===== src/sv/tcpqa_pkg.sv =====
// ----------------------------------------------------------------------------
// tcpqa_pkg: shared types and constants of the two-class priority scheduler
// Command codes, service outcomes, statistic selects and queue geometry.
// ----------------------------------------------------------------------------
package tcpqa_pkg;

    // Queue geometry.
    localparam int QUEUE_DEPTH = 16;
    localparam int PTR_W       = $clog2(QUEUE_DEPTH);
    localparam int FILL_W      = 5;
    localparam int ID_W        = 16;
    localparam int TIME_W      = 32;
    localparam int CNT_W       = 32;
    localparam int SUM_W       = 48;
    localparam int NUM_EVT     = 8;

    // Saturation limits.
    localparam logic [CNT_W-1:0] CNT_MAX = '1;
    localparam logic [SUM_W-1:0] SUM_MAX = '1;

    // Reset value of the depth cap register.
    localparam logic [FILL_W-1:0] LIMIT_RESET = FILL_W'(QUEUE_DEPTH);

    // Configuration register indexes.
    localparam logic REG_DEPTH_CAP = 1'b0;

    // Command codes.
    typedef enum logic [1:0] {
        CMD_ENQ_HIGH = 2'd0,
        CMD_ENQ_LOW  = 2'd1,
        CMD_SERVICE  = 2'd2,
        CMD_READ     = 2'd3
    } t_cmd;

    // Service outcome codes.
    typedef enum logic [1:0] {
        ACT_IDLE = 2'd0,
        ACT_HIGH = 2'd1,
        ACT_LOW  = 2'd2,
        ACT_RSVD = 2'd3
    } t_activity;

    // Event counter slots.
    localparam int EVT_HIGH_REQ = 0;
    localparam int EVT_LOW_REQ  = 1;
    localparam int EVT_HIGH_ACC = 2;
    localparam int EVT_LOW_ACC  = 3;
    localparam int EVT_HIGH_REF = 4;
    localparam int EVT_LOW_REF  = 5;
    localparam int EVT_HIGH_SRV = 6;
    localparam int EVT_LOW_SRV  = 7;

    // Statistic selects beyond the event counters.
    localparam logic [3:0] STAT_HIGH_WSUM = 4'd8;
    localparam logic [3:0] STAT_LOW_WSUM  = 4'd9;
    localparam logic [3:0] STAT_IDLE      = 4'd10;

    // One queued entry.
    typedef struct packed {
        logic [ID_W-1:0]   id;
        logic [TIME_W-1:0] start;
    } t_entry;

endpackage


===== src/sv/two_class_priority_queue_arbiter_top.sv =====
// ----------------------------------------------------------------------------
// two_class_priority_queue_arbiter_top: strict-priority two-queue scheduler
// Two bounded FIFOs with tail drop, strict-priority service, saturating
// statistics and an APB-style register for the depth cap.
// ----------------------------------------------------------------------------
// Usage: the block takes one command in every clock cycle; busy is never
// high. A command is captured in an input register at the edge that accepts
// it and executed in the following cycle by a single pass of logic that
// updates the queues and counters. Its result word is registered at the next
// edge and shown for one cycle, marked by o_done. Every command, including
// reads, produces exactly one result word. The receiver cannot stall the
// block, so results must be taken in the cycle they are shown.
// The user must write the depth cap through the configuration port only
// while no command is in flight; the block itself does not enforce this.
module two_class_priority_queue_arbiter_top (
    input  logic                          i_clk,
    input  logic                          i_rst_n,
    // Command channel.
    input  logic                          start,
    output logic                          busy,
    input  logic [1:0]                    i_cmd,
    input  logic [tcpqa_pkg::ID_W-1:0]    i_entry_id,
    input  logic [tcpqa_pkg::TIME_W-1:0]  i_time_value,
    input  logic [3:0]                    i_stat_select,
    // Result channel.
    output logic                          o_done,
    output logic                          o_status,
    output logic [1:0]                    o_activity,
    output logic [tcpqa_pkg::ID_W-1:0]    o_served_id,
    output logic [tcpqa_pkg::TIME_W-1:0]  o_served_start,
    output logic [tcpqa_pkg::TIME_W-1:0]  o_wait_time,
    output logic [tcpqa_pkg::SUM_W-1:0]   o_stat_value,
    output logic [tcpqa_pkg::FILL_W-1:0]  o_high_fill,
    output logic [tcpqa_pkg::FILL_W-1:0]  o_low_fill,
    // Configuration port.
    input  logic                          psel,
    input  logic                          penable,
    input  logic                          pwrite,
    input  logic [2:0]                    paddr,
    input  logic [31:0]                   pwdata,
    output logic [31:0]                   prdata,
    output logic                          pready
);
    import tcpqa_pkg::*;

    // Input register.
    logic              r_in_valid;
    t_cmd              r_cmd;
    logic [ID_W-1:0]   r_id;
    logic [TIME_W-1:0] r_time;
    logic [3:0]        r_sel;

    // Configuration.
    logic [FILL_W-1:0] r_depth_cap;

    // Queue state.
    t_entry            r_high_store [QUEUE_DEPTH];
    t_entry            r_low_store  [QUEUE_DEPTH];
    logic [PTR_W-1:0]  r_high_head, n_high_head;
    logic [PTR_W-1:0]  r_low_head,  n_low_head;
    logic [FILL_W-1:0] r_high_cnt,  n_high_cnt;
    logic [FILL_W-1:0] r_low_cnt,   n_low_cnt;

    // Statistics.
    logic [CNT_W-1:0]  r_evt_cnt [NUM_EVT];
    logic [CNT_W-1:0]  n_evt_cnt [NUM_EVT];
    logic [SUM_W-1:0]  r_high_wsum, n_high_wsum;
    logic [SUM_W-1:0]  r_low_wsum,  n_low_wsum;
    logic [CNT_W-1:0]  r_idle,      n_idle;

    // Single-pass datapath signals.
    logic [FILL_W-1:0] eff_limit;
    logic              enq_high, enq_low, serve;
    logic              high_full, low_full;
    logic              push_high, push_low;
    logic              pop_high, pop_low, idle_slot;
    logic [PTR_W-1:0]  high_tail, low_tail;
    t_entry            head_entry;
    logic [TIME_W-1:0] wait_val;
    logic [SUM_W-1:0]  wait_ext;
    logic [NUM_EVT-1:0] evt_inc;
    logic [SUM_W-1:0]  stat_val;
    logic              cfg_write;

    // Tail position of a ring, wrapping at the queue depth.
    function automatic logic [PTR_W-1:0] ring_tail(
        input logic [PTR_W-1:0]  head,
        input logic [FILL_W-1:0] cnt
    );
        logic [PTR_W+FILL_W-1:0] pos;
        pos = (PTR_W+FILL_W)'(head) + (PTR_W+FILL_W)'(cnt);
        if (pos >= (PTR_W+FILL_W)'(QUEUE_DEPTH)) begin
            pos = pos - (PTR_W+FILL_W)'(QUEUE_DEPTH);
        end
        return pos[PTR_W-1:0];
    endfunction

    // Head pointer after a pop.
    function automatic logic [PTR_W-1:0] ring_next(input logic [PTR_W-1:0] ptr);
        return (ptr == PTR_W'(QUEUE_DEPTH - 1)) ? '0 : ptr + PTR_W'(1);
    endfunction

    // Saturating add of a wait to a wait sum.
    function automatic logic [SUM_W-1:0] sum_sat(
        input logic [SUM_W-1:0] sum,
        input logic [SUM_W-1:0] val
    );
        return (val >= SUM_MAX - sum) ? SUM_MAX : sum + val;
    endfunction

    // The block never stalls a command or a register access.
    assign busy   = 1'b0;
    assign pready = 1'b1;

    // Register write strobe and readback.
    assign cfg_write = psel && penable && pwrite && pready;
    assign prdata    = (paddr[2] == REG_DEPTH_CAP) ? {{(32-FILL_W){1'b0}}, r_depth_cap}
                                                   : 32'd0;

    // Decode the registered command against the current queue state.
    always_comb begin
        eff_limit = (r_depth_cap > FILL_W'(QUEUE_DEPTH)) ? FILL_W'(QUEUE_DEPTH)
                                                         : r_depth_cap;
        enq_high  = r_in_valid && (r_cmd == CMD_ENQ_HIGH);
        enq_low   = r_in_valid && (r_cmd == CMD_ENQ_LOW);
        serve     = r_in_valid && (r_cmd == CMD_SERVICE);
        high_full = r_high_cnt >= eff_limit;
        low_full  = r_low_cnt >= eff_limit;
        push_high = enq_high && !high_full;
        push_low  = enq_low && !low_full;
        pop_high  = serve && (r_high_cnt != '0);
        pop_low   = serve && (r_high_cnt == '0) && (r_low_cnt != '0);
        idle_slot = serve && (r_high_cnt == '0) && (r_low_cnt == '0);
        high_tail = ring_tail(r_high_head, r_high_cnt);
        low_tail  = ring_tail(r_low_head, r_low_cnt);
        head_entry = pop_high ? r_high_store[r_high_head] : r_low_store[r_low_head];
        wait_val  = r_time - head_entry.start;
        wait_ext  = SUM_W'(wait_val);
    end

    // Next queue pointers and fills.
    always_comb begin
        n_high_head = pop_high ? ring_next(r_high_head) : r_high_head;
        n_low_head  = pop_low  ? ring_next(r_low_head)  : r_low_head;
        n_high_cnt  = r_high_cnt;
        n_low_cnt   = r_low_cnt;
        if (push_high) begin
            n_high_cnt = r_high_cnt + FILL_W'(1);
        end else if (pop_high) begin
            n_high_cnt = r_high_cnt - FILL_W'(1);
        end
        if (push_low) begin
            n_low_cnt = r_low_cnt + FILL_W'(1);
        end else if (pop_low) begin
            n_low_cnt = r_low_cnt - FILL_W'(1);
        end
    end

    // Event counter increments and saturating updates.
    always_comb begin
        evt_inc               = '0;
        evt_inc[EVT_HIGH_REQ] = enq_high;
        evt_inc[EVT_LOW_REQ]  = enq_low;
        evt_inc[EVT_HIGH_ACC] = push_high;
        evt_inc[EVT_LOW_ACC]  = push_low;
        evt_inc[EVT_HIGH_REF] = enq_high && high_full;
        evt_inc[EVT_LOW_REF]  = enq_low && low_full;
        evt_inc[EVT_HIGH_SRV] = pop_high;
        evt_inc[EVT_LOW_SRV]  = pop_low;
        for (int k = 0; k < NUM_EVT; k++) begin
            n_evt_cnt[k] = (evt_inc[k] && (r_evt_cnt[k] != CNT_MAX))
                         ? r_evt_cnt[k] + CNT_W'(1) : r_evt_cnt[k];
        end
        n_idle      = (idle_slot && (r_idle != CNT_MAX)) ? r_idle + CNT_W'(1) : r_idle;
        n_high_wsum = pop_high ? sum_sat(r_high_wsum, wait_ext) : r_high_wsum;
        n_low_wsum  = pop_low  ? sum_sat(r_low_wsum, wait_ext)  : r_low_wsum;
    end

    // Statistic readback selection.
    always_comb begin
        stat_val = '0;
        if (r_sel[3] == 1'b0) begin
            stat_val = SUM_W'(r_evt_cnt[r_sel[2:0]]);
        end else begin
            case (r_sel)
                STAT_HIGH_WSUM: stat_val = r_high_wsum;
                STAT_LOW_WSUM:  stat_val = r_low_wsum;
                STAT_IDLE:      stat_val = SUM_W'(r_idle);
                default:        stat_val = '0;
            endcase
        end
    end

    // Control state, statistics and result strobe.
    always_ff @(posedge i_clk) begin
        if (!i_rst_n) begin
            r_in_valid    <= 1'b0;
            r_depth_cap   <= LIMIT_RESET;
            r_high_head   <= '0;
            r_low_head    <= '0;
            r_high_cnt    <= '0;
            r_low_cnt     <= '0;
            r_high_wsum   <= '0;
            r_low_wsum    <= '0;
            r_idle        <= '0;
            for (int k = 0; k < NUM_EVT; k++) begin
                r_evt_cnt[k] <= '0;
            end
            o_done        <= 1'b0;
        end else begin
            r_in_valid  <= start && !busy;
            if (cfg_write && (paddr[2] == REG_DEPTH_CAP)) begin
                r_depth_cap <= pwdata[FILL_W-1:0];
            end
            r_high_head <= n_high_head;
            r_low_head  <= n_low_head;
            r_high_cnt  <= n_high_cnt;
            r_low_cnt   <= n_low_cnt;
            r_high_wsum <= n_high_wsum;
            r_low_wsum  <= n_low_wsum;
            r_idle      <= n_idle;
            for (int k = 0; k < NUM_EVT; k++) begin
                r_evt_cnt[k] <= n_evt_cnt[k];
            end
            o_done      <= r_in_valid;
        end
    end

    // Input word capture.
    always_ff @(posedge i_clk) begin
        if (start && !busy) begin
            r_cmd  <= t_cmd'(i_cmd);
            r_id   <= i_entry_id;
            r_time <= i_time_value;
            r_sel  <= i_stat_select;
        end
    end

    // Queue storage writes at the tail.
    always_ff @(posedge i_clk) begin
        if (push_high) begin
            r_high_store[high_tail] <= '{id: r_id, start: r_time};
        end
        if (push_low) begin
            r_low_store[low_tail] <= '{id: r_id, start: r_time};
        end
    end

    // Result word register.
    always_ff @(posedge i_clk) begin
        if (r_in_valid) begin
            o_status       <= (enq_high && high_full) || (enq_low && low_full);
            o_activity     <= pop_high ? ACT_HIGH : (pop_low ? ACT_LOW : ACT_IDLE);
            o_served_id    <= (pop_high || pop_low) ? head_entry.id : '0;
            o_served_start <= (pop_high || pop_low) ? head_entry.start : '0;
            o_wait_time    <= (pop_high || pop_low) ? wait_val : '0;
            o_stat_value   <= (r_cmd == CMD_READ) ? stat_val : '0;
            o_high_fill    <= n_high_cnt;
            o_low_fill     <= n_low_cnt;
        end
    end

    // A queue never holds more entries than its depth.
    a_fill_bound: assert property (@(posedge i_clk) disable iff (!i_rst_n)
        (r_high_cnt <= FILL_W'(QUEUE_DEPTH)) && (r_low_cnt <= FILL_W'(QUEUE_DEPTH)))
        else $error("queue fill exceeds depth");

    // Every accepted command produces its result word, marked by o_done.
    a_result_follows: assert property (@(posedge i_clk) disable iff (!i_rst_n)
        (start && !busy) |-> ##2 o_done)
        else $error("result word missing for accepted command");

    // Reported fills match the queue state left by the command.
    a_fill_report: assert property (@(posedge i_clk) disable iff (!i_rst_n)
        o_done |-> ((o_high_fill == r_high_cnt) && (o_low_fill == r_low_cnt)))
        else $error("reported fill disagrees with queue state");

    // The low queue is served only when the high queue is empty.
    a_strict_priority: assert property (@(posedge i_clk) disable iff (!i_rst_n)
        (o_done && (o_activity == ACT_LOW)) |-> (o_high_fill == '0))
        else $error("low queue served while high queue held entries");

    // A refused enqueue never coincides with a service outcome.
    a_refuse_no_serve: assert property (@(posedge i_clk) disable iff (!i_rst_n)
        (o_done && o_status) |-> (o_activity == ACT_IDLE))
        else $error("refusal reported together with a served entry");

endmodule


===== config.mk =====
export PLATFORM = sky130hd
export DESIGN_NAME = two_class_priority_queue_arbiter_top
export DESIGN_NICKNAME = d
export VERILOG_FILES = /design/src/sv/tcpqa_pkg.sv /design/src/sv/two_class_priority_queue_arbiter_top.sv
export SDC_FILE = /design/constraint.sdc
export NUM_CORES = 2
export LEC_CHECK = 0
export ABC_AREA = 1
export BUFFER_PORTS_ARGS = -buffer_cell sky130_fd_sc_hd__buf_2
export CAP_MARGIN = 20
export CELL_PAD_IN_SITES_DETAIL_PLACEMENT = 1
export CELL_PAD_IN_SITES_GLOBAL_PLACEMENT = 1
export CORE_UTILIZATION = 35
export DETAILED_ROUTE_END_ITERATION = 8
export PLACE_DENSITY = 0.59
export REMOVE_ABC_BUFFERS = 1
export SKIP_CTS_REPAIR_TIMING = 1
export SLEW_MARGIN = 20
export SYNTH_ARGS = -nofsm -noshare
export SYNTH_HDL_FRONTEND = slang
export SYNTH_SLANG_ARGS = --single-unit

===== constraint.sdc =====
create_clock -name i_clk -period 17.29 [get_ports i_clk]
set_input_delay 2.5935 -clock i_clk [delete_from_list [all_inputs] [get_ports i_clk]]
set_output_delay 2.5935 -clock i_clk [all_outputs]
set_load 0.01 [all_outputs]

-- Yosys cells after proc, flatten, opt, wreduce, memory -nomap -nowiden
Memory sizes are Yosys's and may differ from the RTL's. A register that Yosys moved wholly into a read port is not among the register bits.
Cells that the tools add are included.
- add/subtract/negate cells: 24
- order comparisons: 7
- equality and inequality tests: 17
- mux-type cells: 43
- bitwise gates (word level): 9
- reductions and logical operators: 33
- operator list (kind ; number):
    $mux 32 ; 17
    $add 32x1->32 const B ; 9
    $ne 32x32->1 const B ; 9
    $mux 48 ; 3
    $pmux 48 s3 ; 1
    $add 48x32->48 ; 2
    $ge 32x48->1 ; 2
    $sub 48x48->48 const A ; 2
    $mux 4 ; 8
    $sub 32x32->32 ; 1
    $mux 5 ; 6
    $logic_and 1x1->1 ; 23
    $eq 4x4->1 const B ; 5
    $add 4x5->6 ; 2
    $ge 6x5->1 const B ; 2
    $add 5x1->5 const B ; 2
    $ge 5x5->1 ; 2
    $logic_not 5->1 ; 2
    $reduce_bool 5->1 ; 2
    $sub 5x1->5 const B ; 2
    $add 4x1->4 const B ; 2
    $or 1x1->1 ; 8
    $sub 4x1->4 const B ; 2
    $mux 1 ; 6
    other kinds (10) ; 13
- register bits after elaboration: 348
- memory bits (writable): 1792
- bits of input ports: 95
- output and inout bits: 176
- memories: 3
- memories (memory ; words ; width ; read ports ; clocked after memory_dff ; write ports ; line ; text):
    r_high_store ; 16 ; 48 ; 1 ; 1 ; 1 ; two_class_priority_queue_arbiter_top.sv:57 ; t_entry r_high_store [QUEUE_DEPTH];
    r_low_store ; 16 ; 48 ; 1 ; 1 ; 1 ; two_class_priority_queue_arbiter_top.sv:58 ; t_entry r_low_store [QUEUE_DEPTH];
    r_evt_cnt ; 8 ; 32 ; 9 ; 1 ; 8 ; two_class_priority_queue_arbiter_top.sv:65 ; logic [CNT_W-1:0] r_evt_cnt [NUM_EVT];

-- Logic depth before layout (Yosys ltp)
- word-level depth: 8
- gate-level depth with buffers: 41
- gate-level depth less buffers: 38

-- Worst setup path before layout
No wires, ideal clock.
- path kind: reg2reg
- start: reg r_in_valid
- end: reg r_low_wsum[17]
- library setup time: 0.122 ns
- arrival time: 8.023 ns
- data required time: 17.168 ns
- setup slack: 9.145 ns
- stages on the path, launching flop included: 32
- clock period less this slack: 8.145 ns
- cells stage by stage: dfxtp_1 -> nand3_1 -> nor2_4 -> inv_2 -> buf_2 -> clkbuf_1 -> nand2_1 -> nand2_1 -> ha_1 -> fa_1 -> inv_1 -> nand2_1 -> a21oi_1 -> nand2_1 -> nand2_1 -> a21oi_1 -> o21ai_0 -> nand2_1 -> nand2_1 -> nand2_1 -> nand2_1 -> inv_1 -> ha_1 -> nand2_1 -> nor2_1 -> nor2_1 -> o21ai_0 -> a21oi_1 -> nand2_1 -> a21oi_1 -> buf_2 -> a21oi_1
- RTL lines (what ; line ; text):
    start, declared ; two_class_priority_queue_arbiter_top.sv:47 ; logic r_in_valid;
    start signal, assigned ; two_class_priority_queue_arbiter_top.sv:211 ; r_in_valid <= start && !busy;
    end signal, assigned ; two_class_priority_queue_arbiter_top.sv:220 ; r_low_wsum <= n_low_wsum;
    end, declared ; two_class_priority_queue_arbiter_top.sv:68 ; logic [SUM_W-1:0] r_low_wsum, n_low_wsum;

-- Worst setup path in the final report
- start: reg r_high_cnt[1]
- end: reg r_low_wsum[22]
- word-level cells in the longest chain between the ends: 6
- ends and longest elaborated chain (what ; line ; text):
    start, declared ; two_class_priority_queue_arbiter_top.sv:61 ; logic [FILL_W-1:0] r_high_cnt, n_high_cnt;
    start signal, assigned ; two_class_priority_queue_arbiter_top.sv:217 ; r_high_cnt <= n_high_cnt;
    $reduce_bool 5->1 * ; two_class_priority_queue_arbiter_top.sv:131 ; pop_high = serve && (r_high_cnt != '0);
    $logic_and 1x1->1 * ; two_class_priority_queue_arbiter_top.sv:131 ;
    $mux 48 * ; two_class_priority_queue_arbiter_top.sv:136 ; head_entry = pop_high ? r_high_store[r_high_head] : r_low_store[r_low_head];
    $sub 32x32->32 * ; two_class_priority_queue_arbiter_top.sv:137 ; wait_val = r_time - head_entry.start;
    via wait_val[19] ; two_class_priority_queue_arbiter_top.sv:79 ; logic [TIME_W-1:0] wait_val;
    $add 48x32->48 / $ge 32x48->1 (equally long branches) ; two_class_priority_queue_arbiter_top.sv:108 ; return (val >= SUM_MAX - sum) ? SUM_MAX : sum + val;
    $mux 48 * ; two_class_priority_queue_arbiter_top.sv:108 ;
Mark *: on every way through the listed nets, which the timed path passes. The rest lies on a longest branch.
A chain may end at the register's enable or synchronous reset.

==> results by group <==
Layout
  – Fin cells: approximately 14,000
  – Share of cells above drive strength 1: roughly 8%
  – Area delta synth->final: 13.01%
  – # fillers: roughly 32,000
  – Final nets: 10,570

Timing
  – Crit path time final: around 8.2 ns
  – Maximum clock frequency: 0.1222 GHz
  – Worst rel slew slack: between 20% and 30%
  – Hold slack: about 0.46 ns
  – Period utilisation layout: 47.31%
  – Least-Margin Pin Slew: between 1 and 1.5 ns
  – Max Slew Vio Count: 0
  – Setup violators final: 0
  – Final Hold Violating Endpoints: 0
  – Clk_skew: around 0.11 ns
  – Unrepaired setup endpoints after global routing: no

Synth
  – Synth Area in Adders: between 1.5 and 2%
  – Main combinational cell family by area after synthesis: simple AND/OR/NAND/NOR gates
  – Synth Area in Simple Gates: between 10% and 20%
  – Synth top area share: between 50 and 60%
  – Dominant synthesized flop cell: edfxtp_1
  – Seq/Total Area, Yosys: 60.91%
  – Post-synth top area cell: edfxtp_1
  – Most frequent cells after synthesis: edfxtp_1 (1,731), nand2_1 (1,694), nor2_1 (1,584), o21ai_0 (1,073), inv_1 (770)
  – EDFF count, synth: ~1,700
  – Mapped Area: 0.09915 sq mm
  – Syn avg cell area: approximately 9.7 sq um
  – Xor/xnor share of the synthesized area: roughly 1.8%
  – Post-synthesis mux area share: 0.01136%
  – Most frequent cell after synthesis: edfxtp_1
  – Asr flop ratio synth: 0%
  – Post-synth cell types: between 60 and 70
  – Top cells by area, synth: edfxtp_1 (52%), dfxtp_1 (8.5%), nand2_1 (6.4%)
  – Compound-cell area share of the yosys netlist: 12.34%
  – Cell count after synthesis: just over 10,000
  – Synth Register Bits: about 2,200
  – Synth warn: 0

Die
  – Core Area: roughly 0.28 sq mm
  – Num ports: between 200 and 300
  – Die W: about 530 microns
  – Starting density of the core: 35.15%
  – # rows: 195
  – Die Height: about 530 microns
  – Die Footprint: about 0.29 sq mm

Clock tree
  – CTS Buf Count: around 240
  – CTS H-Tree Depth: 4
  – Worst-Skew Late Latency: ~0.97 ns
  – CTS tree: yes
  – Clk slew on worst S/H paths: roughly 0.060 ns
  – Root Driver: clkbuf_16
  – Clock buffer depth: 4
  – CTS Sinks: approximately 2,200

Pwr
  – Sw Pwr: between 0.002 and 0.003 W
  – Power Internal: about 0.0088 W
  – Worst vdd ir: ~93 uV
  – PD cells: 103.3 mW/mm^2
  – Gate power share: slightly above 6%
  – Sequential share of power: between 40% and 50%
  – Lkg Pwr: just under 40 nW
  – Clk pwr share: about 45%
  – Switching share of total power: between 20% and 30%

Worst setup path
  – Startpoint types: flop
  – Slowest-stage cell, CP: a21oi_2
  – R2R Path End: r_low_wsum[22]
  – Worst path bufs/invs: 6
  – Critical-path maximum fanout: 38
  – Worst r2r src: r_high_cnt[1]
  – Flop2flop setup slack: 9.11 ns
  – Worst path required time: approximately 18 ns
  – R2R cell count: 26
  – Largest delay share family, worst path: compound AO/OA/AOI/OAI gates
  – CP arrival: between 8 and 9 ns
  – Worst path max stage delay: between 0.7 and 0.8 ns
  – Setup crit end kind: flop
  – Critical path class: reg -> reg

Drt
  – Vias: about 78,000
  – Post-route ant nets: 0
  – Number of remaining DRC errors: 0
  – WL final: between 300,000 and 400,000 microns
  – Via density per instance: 5.479
  – DR pass1 iterations: 5
  – Drt initial violations: roughly 6,200
  – Routed WL per cell: 25.80 microns

Placement
  – Placer Congestion: roughly 0.9
  – I/O Buffers: roughly 210
  – Post-DP HPWL: 235,500 microns
  – Placed insts: around 14,000

Min path
  – Hold path depth: 1
  – Worst Hold Class: reg -> reg
  – HP Start: r_evt_cnt[6][26]
  – WHS Endpoint: r_evt_cnt[6][26]

Global routing
  – Largest net degree at the start of global routing: ~120
  – GRT overflow: 0
  – First-pass GRT wire length: 535,500 microns
  – GRT Overall Usage: between 20% and 30%
  – Initial antenna violation count: 8
  – Vias in the first global route: ~80,000

Flow run
  – Max_cap viols: 0

Run status
  – Status: complete, no violations
==> power groups by stage <==
stage	clock [W]	combinational, W	sequential (W)
after detailed placement	0	0.000695	0.00582
after CTS	0.00526	0.000698	0.00571
after floorplan	0	0.000342	0.00584
final	0.00516	0.000704	0.00571
after global placement	0	0.000682	0.00581
after global routing	0.00543	0.000763	0.00571
==> layout by cell type, fill, tap and decap left out, types with 10 or more instances in the layout <==
cell type / instances
nand3_1: 517
clkbuf_8: 11
nand2_1: 1694
and3_1: 10
o21ai_0: 1073
nor3b_1: 18
a31oi_1: 22
o22ai_1: 256
buf_2: 210
nor2_4: 36
edfxtp_1: 1731
nor2_2: 13
clkinv_2: 45
xor2_1: 151
o221ai_1: 182
clkinv_1: 43
xnor2_1: 53
o211ai_1: 50
clkbuf_16: 240
o21bai_1: 11
o21ai_1: 11
nand4_1: 86
nand2_2: 14
nor3_1: 200
a21oi_1: 523
nand3b_1: 11
nor4_1: 50
nor2_1: 1551
clkbuf_1: 48
o21a_1: 14
inv_2: 20
inv_1: 763
bufinv_16: 24
a21o_1: 12
ha_1: 129
conb_1: 29
buf_4: 149
nor3_2: 11
dfxtp_1: 409
==> metal layers <==
metal,GRT usage (%),up-vias,part of all wire [%]
met5,0,-,0.0054
met4,10.35,2,4.3
met3,2.593,600,4.1
met2,43.52,1886,49
met1,32.26,39900,43
li1,-,35860,-
==> flip-flops by register name, summed over array words and instances, names as in the netlist, 16 cells and up, named ones only <==
register	cells
o_stat_value	48
r_evt_cnt	256
r_time	32
r_high_wsum	48
o_served_start	32
r_low_wsum	48
o_served_id	16
r_high_store	768
r_id	16
r_low_store	768
r_idle	32
o_wait_time	32
==> cells by family after synthesis <==
group | count (synthesis)
other | 2
muxes | 1
xor gates and xnor gates | 204
buffers and inverters | 1332
AOI/OAI and AO/OA | 2179
DFF | 2151
and+or+nand+nor | 4238
adders and majority gates | 134
==> stage by stage <==
step	instance area (sq um)	TNS, ns	worst slack [ns]	total power (W)	util (%)
3_5_place_dp	104200	0	9.047	0.006512	36.95
4_1_cts	112000	0	9.096	0.01166	39.71
3_3_place_gp	104100	0	9.097	0.006495	36.90
2_1_floorplan	96840	-209.34	-2.216	0.006183	-
5_1_grt	112000	0	8.518	0.01190	39.72
6_report	112000	0	9.109	0.01157	39.72
==> final cells by class <==
type	count	area (sq um)	area share [%]
diodes	5	12.51	0.01117
clock buffers	299	6337	5.656
clock inverters	135	1443	1.288
inverters	794	3022	2.697
multi-input cells	6785	33730	30.11
flip-flops and latches	2151	60420	53.93
well taps	3743	4683	4.180
repair buffers	371	2386	2.130
==> how the worst max path moves through the flow <==
stage,start,endpoint,slack (ns),depth (start not counted)
after global routing,flop,r_low_wsum[24],8.52,24
after CTS,r_high_cnt[1],r_low_wsum[31],9.10,26
final,r_high_cnt[1],r_low_wsum[22],9.11,26
after global placement,flop,r_low_wsum[0],9.10,29
after floorplan,flop,r_high_wsum[17],-2.22,30
after detailed placement,r_high_cnt[1],r_low_wsum[31],9.05,26
Note: power is estimated with default switching activity, not from simulation.
